==> src/rtl/assert_macros.svh <==
// Assertion macros shared by the page replacer RTL.
// Depends on a clock named clk and a synchronous reset named rst in the using module.
`ifndef ASSERT_MACROS_SVH
`define ASSERT_MACROS_SVH

// The property must hold at every clock edge outside reset.
`define BPPR_ASSERT(label, prop, msg) \
  label: assert property (@(posedge clk) disable iff (rst) prop) else $error(msg);

// The condition must never be true outside reset.
`define BPPR_ASSERT_NEVER(label, cond, msg) \
  label: assert property (@(posedge clk) disable iff (rst) !(cond)) else $error(msg);

`endif

==> src/rtl/bppr_pkg.sv <==
// Package for the buffer pool page replacer: sizes, codes and shared types.
// Used by bppr_cell and buffer_pool_page_replacer_unit.
package bppr_pkg;

  localparam int NUM_FRAMES = 16;
  localparam int FRAME_BITS = $clog2(NUM_FRAMES);
  localparam int NCNT_BITS  = FRAME_BITS + 1;
  localparam int PAGE_BITS  = 24;
  localparam int STAMP_BITS = 32;
  localparam int FIX_BITS   = 8;
  localparam int COUNT_BITS = 32;
  localparam int CFG_BITS   = 5;

  // Operation codes.
  typedef enum logic [2:0] {
    OP_PIN   = 3'd0,
    OP_UNPIN = 3'd1,
    OP_DIRTY = 3'd2,
    OP_FLUSH = 3'd3,
    OP_FORCE = 3'd4,
    OP_READ  = 3'd5
  } op_e;

  // Result status codes.
  typedef enum logic [1:0] {
    STS_OK         = 2'd0,
    STS_UNPIN_ERR  = 2'd1,
    STS_NO_VICTIM  = 2'd2
  } status_e;

  // Configuration register indexes.
  typedef enum logic {
    CFG_POLICY = 1'b0,
    CFG_FRAMES = 1'b1
  } cfg_idx_e;

  // Replacement policies.
  localparam logic POLICY_FIFO = 1'b0;

  // Controller states.
  typedef enum logic [2:0] {
    S_IDLE,
    S_LOOK,
    S_FIFO,
    S_LRU,
    S_EMIT,
    S_FLUSH
  } state_e;

  // Commands that a frame cell carries out.
  typedef enum logic [2:0] {
    CMD_NONE,
    CMD_LOAD,
    CMD_HIT,
    CMD_UNPIN,
    CMD_SET_DIRTY,
    CMD_CLR_DIRTY
  } cell_cmd_e;

  typedef struct packed {
    cell_cmd_e             kind;
    logic [PAGE_BITS-1:0]  page;
    logic [STAMP_BITS-1:0] stamp;
  } cell_cmd_t;

  typedef struct packed {
    logic                  valid;
    logic [PAGE_BITS-1:0]  page;
    logic [FIX_BITS-1:0]   fix;
    logic                  dirty;
    logic [STAMP_BITS-1:0] stamp;
  } entry_t;

  typedef struct packed {
    logic                  found;
    logic [FRAME_BITS-1:0] idx;
  } pick_t;

  // Lowest set bit of a frame vector.
  function automatic pick_t first_set(input logic [NUM_FRAMES-1:0] v);
    pick_t r;
    r = '0;
    for (int i = NUM_FRAMES - 1; i >= 0; i--) begin
      if (v[i]) begin
        r.found = 1'b1;
        r.idx   = FRAME_BITS'(i);
      end
    end
    return r;
  endfunction

endpackage

==> src/rtl/bppr_cell.sv <==
// One frame of the pool: page, valid, fix count, dirty bit and LRU stamp.
// Depends on bppr_pkg for the entry and command types.
module bppr_cell
  import bppr_pkg::*;
(
  input  logic      clk,
  input  logic      rst,
  input  logic      sel,
  input  cell_cmd_t cmd,
  output entry_t    entry
);

  // Apply the command when this frame is selected.
  always_ff @(posedge clk) begin
    if (rst) begin
      entry <= '0;
    end else if (sel) begin
      case (cmd.kind)
        CMD_LOAD: begin
          entry.valid <= 1'b1;
          entry.page  <= cmd.page;
          entry.fix   <= FIX_BITS'(1);
          entry.dirty <= 1'b0;
          entry.stamp <= cmd.stamp;
        end
        CMD_HIT: begin
          if (entry.fix != '1) begin
            entry.fix <= entry.fix + FIX_BITS'(1);
          end
          entry.stamp <= cmd.stamp;
        end
        CMD_UNPIN: begin
          if (entry.fix != '0) begin
            entry.fix <= entry.fix - FIX_BITS'(1);
          end
        end
        CMD_SET_DIRTY: entry.dirty <= 1'b1;
        CMD_CLR_DIRTY: entry.dirty <= 1'b0;
        default: ;
      endcase
    end
  end

endmodule

==> src/rtl/buffer_pool_page_replacer_unit.sv <==
// Buffer pool page replacer: a row of frame cells under one controller.
// Each item steps through S_IDLE (accept), S_LOOK (lookup) and S_EMIT (update, held while the output
// stalls), where the result loads into the output register; a pin miss under LRU adds the stamp sweep
// over the frames in use (S_LRU), a FIFO eviction adds S_FIFO, which first reduces a stale pointer, and
// flush all gives one writeback per cycle while the output is not stalled. No new item is taken before S_IDLE.
// Synchronous reset of all frames, counters, config, state and out_valid (not the data registers); no clearing pass.
`include "assert_macros.svh"

module buffer_pool_page_replacer_unit
  import bppr_pkg::*;
(
  input  logic                  clk,
  input  logic                  rst,
  input  logic                  cfg_write,
  input  logic                  cfg_index,
  input  logic [CFG_BITS-1:0]   cfg_data,
  input  logic                  in_valid,
  output logic                  in_stall,
  input  logic [2:0]            operation,
  input  logic [PAGE_BITS-1:0]  page_number,
  input  logic [FRAME_BITS-1:0] frame_index,
  output logic                  out_valid,
  input  logic                  out_stall,
  output logic [1:0]            status,
  output logic [FRAME_BITS-1:0] frame,
  output logic                  hit,
  output logic                  writeback_valid,
  output logic [PAGE_BITS-1:0]  writeback_page,
  output logic                  entry_valid,
  output logic [PAGE_BITS-1:0]  entry_page,
  output logic                  entry_dirty,
  output logic [FIX_BITS-1:0]   entry_fix_count,
  output logic [COUNT_BITS-1:0] read_count,
  output logic [COUNT_BITS-1:0] write_count,
  output logic                  last
);

  state_e                  state, state_next;
  logic                    policy;
  logic [CFG_BITS-1:0]     frames_cfg;
  logic [NCNT_BITS-1:0]    n_act;

  logic [2:0]              op_q;
  logic [PAGE_BITS-1:0]    page_q;
  logic [FRAME_BITS-1:0]   fidx_q;

  logic                    hit_q;
  logic [FRAME_BITS-1:0]   hit_idx_q;
  logic                    vic_found_q;
  logic                    vic_evict_q;
  logic [FRAME_BITS-1:0]   vic_idx_q;
  logic [STAMP_BITS-1:0]   best_stamp;
  logic [FRAME_BITS-1:0]   scan_idx;
  logic [FRAME_BITS-1:0]   ptr_s;

  logic [FRAME_BITS-1:0]   fifo_ptr, fifo_ptr_next;
  logic [STAMP_BITS-1:0]   stamp_cnt, stamp_next;
  logic [COUNT_BITS-1:0]   miss_cnt, miss_next;
  logic [COUNT_BITS-1:0]   write_cnt, write_next;

  entry_t                  entries [NUM_FRAMES];
  logic [NUM_FRAMES-1:0]   cell_sel;
  cell_cmd_t               cell_cmd;

  logic [NUM_FRAMES-1:0]   active_mask, match_vec, empty_vec, unpinned_vec, qual_vec;
  logic [NUM_FRAMES-1:0]   from_scan, from_ptr, after_pick;
  pick_t                   match_pick, empty_pick, fifo_hi_pick, fifo_any_pick, flush_pick;
  entry_t                  scan_entry;
  logic                    slot_free;

  // Result fields before the output register.
  logic                    res_load;
  logic [1:0]              res_status;
  logic [FRAME_BITS-1:0]   res_frame;
  logic                    res_hit, res_wbv, res_last;
  logic [PAGE_BITS-1:0]    res_wbp;
  entry_t                  res_entry;

  // Row of frame cells.
  for (genvar g = 0; g < NUM_FRAMES; g++) begin : g_cell
    bppr_cell u_cell (
      .clk   (clk),
      .rst   (rst),
      .sel   (cell_sel[g]),
      .cmd   (cell_cmd),
      .entry (entries[g])
    );
  end

  // Frames in use, clamped to the range one to NUM_FRAMES.
  always_comb begin
    if (frames_cfg == '0) begin
      n_act = NCNT_BITS'(1);
    end else if (frames_cfg > CFG_BITS'(NUM_FRAMES)) begin
      n_act = NCNT_BITS'(NUM_FRAMES);
    end else begin
      n_act = NCNT_BITS'(frames_cfg);
    end
  end

  // Per-frame flags, each from its own cell.
  always_comb begin
    for (int i = 0; i < NUM_FRAMES; i++) begin
      active_mask[i]  = NCNT_BITS'(i) < n_act;
      match_vec[i]    = active_mask[i] && entries[i].valid && (entries[i].page == page_q);
      empty_vec[i]    = active_mask[i] && !entries[i].valid;
      unpinned_vec[i] = active_mask[i] && (entries[i].fix == '0);
      qual_vec[i]     = active_mask[i] && entries[i].valid && entries[i].dirty &&
                        (entries[i].fix == '0);
      from_scan[i]    = FRAME_BITS'(i) >= scan_idx;
      from_ptr[i]     = FRAME_BITS'(i) >= ptr_s;
    end
  end

  assign match_pick    = first_set(match_vec);
  assign empty_pick    = first_set(empty_vec);
  assign fifo_hi_pick  = first_set(unpinned_vec & from_ptr);
  assign fifo_any_pick = first_set(unpinned_vec);
  assign flush_pick    = first_set(qual_vec & from_scan);
  assign scan_entry    = entries[scan_idx];

  always_comb begin
    for (int i = 0; i < NUM_FRAMES; i++) begin
      after_pick[i] = FRAME_BITS'(i) > flush_pick.idx;
    end
  end

  assign slot_free = !out_valid || !out_stall;
  assign in_stall  = (state != S_IDLE);

  // Next state, result and cell commands.
  always_comb begin
    state_next     = state;
    cell_sel       = '0;
    cell_cmd.kind  = CMD_NONE;
    cell_cmd.page  = page_q;
    cell_cmd.stamp = stamp_cnt;
    res_load       = 1'b0;
    res_status     = STS_OK;
    res_frame      = '0;
    res_hit        = 1'b0;
    res_wbv        = 1'b0;
    res_wbp        = '0;
    res_entry      = '0;
    res_last       = 1'b1;
    miss_next      = miss_cnt;
    write_next     = write_cnt;
    stamp_next     = stamp_cnt;
    fifo_ptr_next  = fifo_ptr;

    case (state)
      S_IDLE: begin
        if (in_valid) begin
          state_next = S_LOOK;
        end
      end
      S_LOOK: begin
        if (op_q == OP_FLUSH) begin
          state_next = S_FLUSH;
        end else if (op_q == OP_PIN && !match_pick.found && !empty_pick.found) begin
          state_next = (policy == POLICY_FIFO) ? S_FIFO : S_LRU;
        end else begin
          state_next = S_EMIT;
        end
      end
      S_FIFO: begin
        if (NCNT_BITS'(ptr_s) < n_act) begin
          state_next = S_EMIT;
        end
      end
      S_LRU: begin
        if (NCNT_BITS'(scan_idx) == n_act - NCNT_BITS'(1)) begin
          state_next = S_EMIT;
        end
      end
      S_EMIT: begin
        if (slot_free) begin
          res_load   = 1'b1;
          state_next = S_IDLE;
          case (op_q)
            OP_PIN: begin
              if (hit_q) begin
                cell_sel[hit_idx_q] = 1'b1;
                cell_cmd.kind       = CMD_HIT;
                stamp_next          = stamp_cnt + STAMP_BITS'(1);
                res_frame           = hit_idx_q;
                res_hit             = 1'b1;
              end else if (vic_found_q) begin
                cell_sel[vic_idx_q] = 1'b1;
                cell_cmd.kind       = CMD_LOAD;
                stamp_next          = stamp_cnt + STAMP_BITS'(1);
                miss_next           = miss_cnt + COUNT_BITS'(1);
                res_frame           = vic_idx_q;
                if (vic_evict_q && entries[vic_idx_q].dirty) begin
                  res_wbv    = 1'b1;
                  res_wbp    = entries[vic_idx_q].page;
                  write_next = write_cnt + COUNT_BITS'(1);
                end
                if (vic_evict_q && policy == POLICY_FIFO) begin
                  if (NCNT_BITS'(vic_idx_q) + NCNT_BITS'(1) == n_act) begin
                    fifo_ptr_next = '0;
                  end else begin
                    fifo_ptr_next = vic_idx_q + FRAME_BITS'(1);
                  end
                end
              end else begin
                res_status = STS_NO_VICTIM;
              end
            end
            OP_UNPIN: begin
              if (hit_q) begin
                if (entries[hit_idx_q].fix != '0) begin
                  cell_sel[hit_idx_q] = 1'b1;
                  cell_cmd.kind       = CMD_UNPIN;
                end else begin
                  res_status = STS_UNPIN_ERR;
                end
              end
            end
            OP_DIRTY: begin
              if (hit_q) begin
                cell_sel[hit_idx_q] = 1'b1;
                cell_cmd.kind       = CMD_SET_DIRTY;
              end
            end
            OP_FORCE: begin
              if (hit_q) begin
                cell_sel[hit_idx_q] = 1'b1;
                cell_cmd.kind       = CMD_CLR_DIRTY;
              end
              res_wbv    = 1'b1;
              res_wbp    = page_q;
              write_next = write_cnt + COUNT_BITS'(1);
            end
            OP_READ: begin
              res_entry       = entries[fidx_q];
              res_entry.stamp = '0;
            end
            default: ;
          endcase
        end
      end
      S_FLUSH: begin
        if (slot_free) begin
          res_load = 1'b1;
          if (!flush_pick.found) begin
            state_next = S_IDLE;
          end else begin
            cell_sel[flush_pick.idx] = 1'b1;
            cell_cmd.kind            = CMD_CLR_DIRTY;
            res_wbv                  = 1'b1;
            res_wbp                  = entries[flush_pick.idx].page;
            write_next               = write_cnt + COUNT_BITS'(1);
            res_last                 = ((qual_vec & after_pick) == '0);
            if (res_last) begin
              state_next = S_IDLE;
            end
          end
        end
      end
      default: state_next = S_IDLE;
    endcase
  end

  // State register.
  always_ff @(posedge clk) begin
    if (rst) begin
      state <= S_IDLE;
    end else begin
      state <= state_next;
    end
  end

  // Configuration registers and counters.
  always_ff @(posedge clk) begin
    if (rst) begin
      policy     <= POLICY_FIFO;
      frames_cfg <= CFG_BITS'(NUM_FRAMES);
      fifo_ptr   <= '0;
      stamp_cnt  <= '0;
      miss_cnt   <= '0;
      write_cnt  <= '0;
    end else begin
      if (cfg_write) begin
        case (cfg_index)
          CFG_POLICY: policy     <= cfg_data[0];
          CFG_FRAMES: frames_cfg <= cfg_data;
          default: ;
        endcase
      end
      fifo_ptr  <= fifo_ptr_next;
      stamp_cnt <= stamp_next;
      miss_cnt  <= miss_next;
      write_cnt <= write_next;
    end
  end

  // Item registers, lookup results and the victim searches.
  always_ff @(posedge clk) begin
    case (state)
      S_IDLE: begin
        if (in_valid) begin
          op_q   <= operation;
          page_q <= page_number;
          fidx_q <= frame_index;
        end
      end
      S_LOOK: begin
        hit_q       <= match_pick.found;
        hit_idx_q   <= match_pick.idx;
        vic_found_q <= empty_pick.found;
        vic_idx_q   <= empty_pick.idx;
        vic_evict_q <= !empty_pick.found;
        scan_idx    <= '0;
        ptr_s       <= fifo_ptr;
      end
      S_FIFO: begin
        // Reduce a pointer left over from a larger pool, then scan with wrap.
        if (NCNT_BITS'(ptr_s) >= n_act) begin
          ptr_s <= ptr_s - n_act[FRAME_BITS-1:0];
        end else if (fifo_hi_pick.found) begin
          vic_found_q <= 1'b1;
          vic_idx_q   <= fifo_hi_pick.idx;
        end else begin
          vic_found_q <= fifo_any_pick.found;
          vic_idx_q   <= fifo_any_pick.idx;
        end
      end
      S_LRU: begin
        // One frame a cycle; the least stamp wins, the lower frame on a tie.
        if (unpinned_vec[scan_idx] && (!vic_found_q || scan_entry.stamp < best_stamp)) begin
          vic_found_q <= 1'b1;
          vic_idx_q   <= scan_idx;
          best_stamp  <= scan_entry.stamp;
        end
        scan_idx <= scan_idx + FRAME_BITS'(1);
      end
      S_FLUSH: begin
        if (slot_free && flush_pick.found) begin
          scan_idx <= flush_pick.idx + FRAME_BITS'(1);
        end
      end
      default: ;
    endcase
  end

  // Output register; a new result loads when the slot is empty or being taken.
  always_ff @(posedge clk) begin
    if (rst) begin
      out_valid <= 1'b0;
    end else if (res_load) begin
      out_valid <= 1'b1;
    end else if (!out_stall) begin
      out_valid <= 1'b0;
    end
  end

  always_ff @(posedge clk) begin
    if (res_load) begin
      status          <= res_status;
      frame           <= res_frame;
      hit             <= res_hit;
      writeback_valid <= res_wbv;
      writeback_page  <= res_wbp;
      entry_valid     <= res_entry.valid;
      entry_page      <= res_entry.page;
      entry_dirty     <= res_entry.dirty;
      entry_fix_count <= res_entry.fix;
      read_count      <= miss_next;
      write_count     <= write_next;
      last            <= res_last;
    end
  end

  // An evicted frame must be unpinned and inside the pool.
  `BPPR_ASSERT(a_victim_unpinned, (state == S_EMIT && op_q == OP_PIN && !hit_q && vic_found_q && vic_evict_q) |-> (entries[vic_idx_q].fix == '0), "evicted frame is pinned")
  `BPPR_ASSERT_NEVER(a_victim_active, state == S_EMIT && op_q == OP_PIN && vic_found_q && NCNT_BITS'(vic_idx_q) >= n_act, "victim outside the frames in use")
  `BPPR_ASSERT(a_write_step, !$past(rst) |-> ((write_cnt == $past(write_cnt)) || (write_cnt == $past(write_cnt) + COUNT_BITS'(1))), "writeback count moved by more than one")

endmodule

==> config.mk <==
export PLATFORM = sky130hd
export DESIGN_NAME = buffer_pool_page_replacer_unit
export DESIGN_NICKNAME = d
export VERILOG_FILES = /design/src/rtl/bppr_pkg.sv /design/src/rtl/bppr_cell.sv /design/src/rtl/buffer_pool_page_replacer_unit.sv
export VERILOG_INCLUDE_DIRS = /design/src /design/src/rtl
export SDC_FILE = /design/constraint.sdc
export NUM_CORES = 2
export LEC_CHECK = 0
export ABC_AREA = 1
export BUFFER_PORTS_ARGS = -buffer_cell sky130_fd_sc_hd__buf_2
export CORE_AREA = 10 10 453 455
export DETAILED_ROUTE_END_ITERATION = 6
export DIE_AREA = 0 0 463 465
export MAX_ROUTING_LAYER = met4
export PLACE_DENSITY = 0.52
export SLEW_MARGIN = 10
export SYNTH_ARGS = -nofsm -noshare
export SYNTH_HDL_FRONTEND = slang
export SYNTH_SLANG_ARGS = --single-unit
==> constraint.sdc <==
create_clock -name clk -period 13.97 [get_ports clk]
set_input_delay 2.794 -clock clk [delete_from_list [all_inputs] [get_ports clk]]
set_output_delay 2.794 -clock clk [all_outputs]
set_load 0.03 [all_outputs]
# [After elaboration in Yosys (flattened, before gate mapping)]
# Cells that the tools add are included.
[op_classes] n_addsub=41 mul=0 div_mod_pow=0 magnitude_cmp=80 eq_ne=92 shifts=0 n_mux=242 bitwise_logic=11 reduce_logical=257
[ops] operator="$bmux 66 s4" n=5
[ops] operator="$mux 32" n=15
[ops] operator="$mux 5" n=82
[ops] operator="$eq 24x24->1" n=16
[ops] operator="$pmux 8 s3" n=16
[ops] operator="$mux 65" n=4
[ops] operator="$mux 8" n=32
[ops] operator="$mux 24" n=6
[ops] operator="$reduce_bool 8->1" n=17
[ops] operator="$mux 66" n=2
[ops] operator="$add 8x1->8 const B" n=16
[ops] operator="$logic_not 8->1" n=16
[ops] operator="$mux 16" n=8
[ops] operator="$ne 8x8->1 const B" n=16
[ops] operator="$pmux 32 s2" n=2
[ops] operator="$sub 8x1->8 const B" n=16
[ops] operator="$reduce_and 2->1" n=55
[ops] operator="$logic_and 1x1->1" n=105
[ops] operator="$add 32x1->32 const B" n=3
[ops] operator="$pmux 24 s2" n=2
[ops] operator="$mux 41" n=2
[ops] operator="$reduce_and 4->1" n=17
[ops] operator="$ne 2x1->1 const B" n=33
[ops] operator="$ge 4x4->1 const A" n=16
[ops] operator="other kinds (60)" n=221
[word_totals] ff_bits=1379 latch_bits=0 mem_bits_rw=0 rom_bits=0 in_bits=42 output_inout_bits=133 elab_cells=837 n_memories=0

# [Longest topological paths before layout]
[depth] ltp_word=32 mapped_depth=36 ltp_nobuf=36

# [Hierarchy]
# A second synthesis with hierarchy kept.
[unflattened] hier_cells=11992 hier_area_um2=80290.8
[by_module_without_submodules] mod="bppr_cell" instances=16 cells_each=370 area_each_um2=2668.8 seq_area_each_um2=1321.3
[by_module_without_submodules] mod="buffer_pool_page_replacer_unit" instances=1 cells_each=6072 area_each_um2=37589.8 seq_area_each_um2=8598.2

# [Worst setup path before layout]
# OpenSTA, ideal clock, no wires.
[synth_timing] kind="in2reg" start="input out_stall" end="register writeback_valid (data pin)" setup_time_ps=179 t_arrival_ps=9336 t_required_ps=13791 slack_ps=4455 stages=5 n_path_buf=0 cell_sequence="nand2_2 inv_2 nor2_1 o21ai_0 a21oi_1"
[synth_via] elab_chain_cells=4 elab_cells_between_ends=5 classes_between="3 x mux; 2 x reduce/logical"
[synth_lines] item="from (decl)" line="buffer_pool_page_replacer_unit.sv:23" text="input logic out_stall,"
[synth_lines] item="$logic_not 1->1 *"
[synth_lines] item="$logic_or 1x1->1 *" line="buffer_pool_page_replacer_unit.sv:128" text="assign slot_free = !out_valid || !out_stall;"
[synth_lines] item="$mux 1 (on tied branches)" line="buffer_pool_page_replacer_unit.sv:244, buffer_pool_page_replacer_unit.sv:177"
[synth_lines] item="$pmux 1 s2 *" line="buffer_pool_page_replacer_unit.sv:151" text="case (state)"
[synth_lines] item="to (signal assigned)" line="buffer_pool_page_replacer_unit.sv:363" text="writeback_valid <= res_wbv;"
[synth_lines] item="to (decl)" line="buffer_pool_page_replacer_unit.sv:27" text="output logic writeback_valid,"
# Every way passes the cells marked *; elsewhere a longest branch is shown, timed or not.
# A chain may end at the register's enable or synchronous reset.

# [Worst setup path after layout]
[layout_timing] start="input out_stall" end="register g_cell[12].u_cell.entry[40] in the netlist's numbering"
[layout_via] elab_chain_cells=7 elab_cells_between_ends=16 classes_between="5 x eq/ne; 7 x mux; 4 x reduce/logical"
[layout_lines] item="$logic_not 1->1 *"
[layout_lines] item="$logic_or 1x1->1 *" line="buffer_pool_page_replacer_unit.sv:128"
[layout_lines] item="$mux 3 (on tied branches)" line="buffer_pool_page_replacer_unit.sv:244, buffer_pool_page_replacer_unit.sv:177"
[layout_lines] item="$pmux 3 s2" line="buffer_pool_page_replacer_unit.sv:151"
[layout_lines] item="$eq 3x2->1 or $eq 3x1->1 (tied branches)" line="bppr_cell.sv:18" text="case (cmd.kind)"
[layout_lines] item="$ne 2x1->1 (no line) or $reduce_bool 3->1 (tied branches)"
[layout_lines] item="$reduce_and 4->1 (no line)"
[layout_lines] item="to (decl)" line="bppr_cell.sv:10" text="output entry_t entry"
# Marks and branches as above.

==> results_dict.tcl <==
set metrics [dict create \
    core_area_mm2 0.196 \
    met2_usage_pct 50.1 \
    worst_pin_slew_ns 1.39 \
    synth_area_leader_cell "dfxtp_1" \
    yosysWarnings 0 \
    port_buffers 174 \
    ant_nets 0 \
    cp-startpoint "out_stall" \
    dp_hpwl_mm 239 \
    cts_buffers 165 \
    cp.buffers_inverters 8 \
    comb_power_share_pct 31.6 \
    die_area_mm2 0.215 \
    drt_iter0_markers 10500 \
    grt_overflow 0 \
    yosysMostFrequentCell "o21ai_0" \
    pwr-share-clk_pct 35.5 \
    power_leakage_nw 30.9 \
    syn_inst 11000 \
    worstReg2RegEnd "g_cell[12].u_cell.entry[40]" \
    swShare_pct 40.3 \
    ys.flop_type "dfxtp_1" \
    max_freq_mhz 119 \
    grt_pass1_wl_mm 536 \
    clk_path_buf_depth 3 \
    rsz0062_at_grt "false" \
    num_rows 163 \
    setup_ws_ns 5.55 \
    post-route-drc-count 10 \
    via_count 82300 \
    drv_cap 0 \
    die_w_um 463 \
    grt.busiest_layer "met2" \
    synth_seq_cells 1379 \
    fin_cells 13400 \
    synthTopCellsByArea "dfxtp_1, o21ai_0, a21oi_1" \
    failed_checks "DRC" \
    cts_tree "built" \
    cts_setup_buffers 0 \
    cp-start-kind "input pin" \
    worst_path_most_repeated_cell "a21oi_1" \
    reg2reg_slack_ns 6.54 \
    multi_input_area_mm2 0.0414 \
    htreeDepth 4 \
    gr-usage-met1_pct 41.3 \
    crit_path_end "g_cell[12].u_cell.entry[40]" \
    drive_gt1_share_pct 7.74 \
    hold_viol 0 \
    setup_viol 0 \
    synthArstFlopShare_pct 0 \
    nFillCells 20200 \
    track_usage_pct 33.7 \
    fin_nets 10900 \
    final-max-slew-violation-count 0 \
    slowest_stage "inv_4" \
    io_pins 175 \
    fp.dieH_um 465 \
    post-route-period-util_pct 60.3 \
    grt_pass1_vias 76200 \
    post-place-cells 13100 \
    register_area_mm2 0.0297 \
    netlist.area_leader.share_pct 29.9 \
    synth_edf_count 213 \
    pwr-share-seq_pct 32.9 \
    power.internal_mw 7.86 \
    dr.pass1.iters 7 \
    worstPathArrival_ns 9.20 \
    r2r_cells 26 \
    wl_per_cell_um 27.7 \
    slew_headroom_pct 6.67 \
    cts_hold_buf 0 \
    crit_type "in2reg" \
    r2r_start "hit_idx_q[1]" \
    post_cts_resized 0 \
    hold_path_class "reg2reg" \
    routed_wl_mm 372 \
    slowest_delay_ns 0.75 \
    root_buffer "clkbuf_16" \
    viasPerCell 6.12 \
    clkLatencyLatePin_ns 0.86 \
    synth_commonest_cells "o21ai_0, a21oi_1, nand2_1" \
    crit_fanout 65 \
    crit_family "buffers and inverters" \
    worstPathRequired_ns 14.75 \
    skew_ns 0.0513 \
    worstSetupPathDepth 25 \
    synthesis.nets 11200 \
    outcome "finished, violations left" \
    period_minus_slack_ns 8.42 \
    antenna_found_initial 10 \
    synth.cell_area_mm2 0.0780 \
    pre_cts_slack_ns 4.64 \
    peakVddDrop_mv 0.133 \
    ys_seq_area_share_pct 38.1 \
    clkSlewWorstSetupHoldPaths_ns 0.06 \
    tns_ns 0 \
    p_per_area_mw_per_mm2 153 \
    synthDistinctLibCells 82 \
    endpoint_kind "register" \
    gp_congestion 1.02 \
    grt_max_degree 198 \
    areaGrowthSynthToFinish_pct 10.4 \
    grt_use_met3_pct 6.25 \
    initial_utilization_pct 39.7 \
    syn_avg_cell_area_um2 7.09 \
    cts.sink_count 1379 \
    power_switching_mw 5.31 \
]
==> kinds of logic after synthesis <==
family                   after synthesis  share of synthesized area, %
AO/OA/AOI/OAI                       4133                          29.5
multiplexers                           1                        0.0128
buffers and inverters               1763                          8.87
adder cells (fa/ha/maj)              158                          2.70
AND/OR/NAND/NOR                     3342                          18.4
XOR/XNOR                             213                          2.39
flip-flops                          1379                          38.1
==> sequential cells by signal, summed over array words and instances, names as in the netlist, 5 cells and up <==
register and count:
stamp_cnt 32, write_cnt 32, entry_page 24, miss_cnt 32, frames_cfg 5, g_cell.u_cell.entry 1056
read_count 32, write_count 32, best_stamp 32, page_q 24, writeback_page 24, entry_fix_count 8
==> metrics by stage <==
step	utilization [%]	power, mW	hold WS (ns)	area [µm²]
floorplan	-	6.73	0.430	78000
global placement	40.9	8.39	0.440	80200
detailed placement	40.9	8.39	0.449	80200
CTS	43.8	13.1	0.457	86000
global route	43.9	13.6	0.472	86100
finish	43.9	13.2	0.452	86100
==> layout by cell type, fill, tap and decap left out, drive strengths merged, types with 19 or more instances in the layout <==
cell    instances
nand3         314
o22ai         453
buf           348
a22oi         129
nor3b          21
clkbuf        237
xnor2          67
nand2        1357
nor4           76
or2            29
clkinv         61
a31oi          51
nor3           93
o211ai        100
o21ai        1750
nor2         1243
xor2          146
bufinv         19
ha            141
nand4         170
inv           894
a21oi        1353
edfxtp        213
a221oi         40
dfxtp        1166
a211oi        167
==> power by group through the flow <==
stage	Clock, mW	Sequential [mW]	Combinational [mW]
final	4.68	4.33	4.16
after global routing	4.90	4.34	4.31
after CTS	4.74	4.33	3.99
after detailed placement	0	4.42	3.98
after global placement	0	4.41	3.97
after floorplan	0	4.57	2.16
==> layer usage <==
layer	part of all wire, %	wire length [µm]
met1	39	146000
met3	9.1	33900
met5	0	0
met4	8.4	31400
met2	43	161000
==> area by class of cell <==
| class | instances | area share (%) |
|---|---|---|
| clock inverters | 72 | 1.27 |
| inverters | 911 | 4.00 |
| repair buffers | 348 | 2.67 |
| clock buffers | 237 | 5.53 |
| diodes | 7 | 0.0204 |
| flip-flops and latches | 1379 | 34.6 |
| multi-input cells | 7847 | 48.1 |
| well taps | 2640 | 3.84 |
==> worst register-to-register path, cell delays in order (launching register included) <==
cell	delay, ns
edfxtp_1	0.51
nor2_1	0.38
inv_1	0.19
o22ai_1	0.20
o21ai_0	0.09
nand4_1	0.36
nand4_1	0.22
nand2_1	0.33
nand2_2	0.08
buf_4	0.36
inv_2	0.13
buf_4	0.65
nand2_4	0.50
inv_4	0.77
buf_4	0.78
ha_1	0.43
a21oi_1	0.16
nand2_1	0.10
a21oi_1	0.15
o21bai_1	0.10
nand2_1	0.08
nand2_1	0.05
a21oi_1	0.15
xor2_1	0.18
xor2_1	0.16
nand4_1	0.11
a21oi_1	0.15
==> how the worst min path moves through the flow <==
stage / start / to / slack, ns / cells past startpoint
CTS: g_cell[10].u_cell.entry[13] / g_cell[10].u_cell.entry[13] / 0.46 / 2
floorplan: g_cell[10].u_cell.entry[0] / g_cell[10].u_cell.entry[0] / 0.43 / 2
global placement: g_cell[10].u_cell.entry[20] / g_cell[10].u_cell.entry[20] / 0.44 / 2
detailed placement: g_cell[10].u_cell.entry[13] / g_cell[10].u_cell.entry[13] / 0.45 / 2
global route: g_cell[10].u_cell.entry[2] / g_cell[10].u_cell.entry[2] / 0.47 / 2
finish: g_cell[10].u_cell.entry[24] / g_cell[10].u_cell.entry[24] / 0.45 / 2
Power figures use the tool's default switching activity.
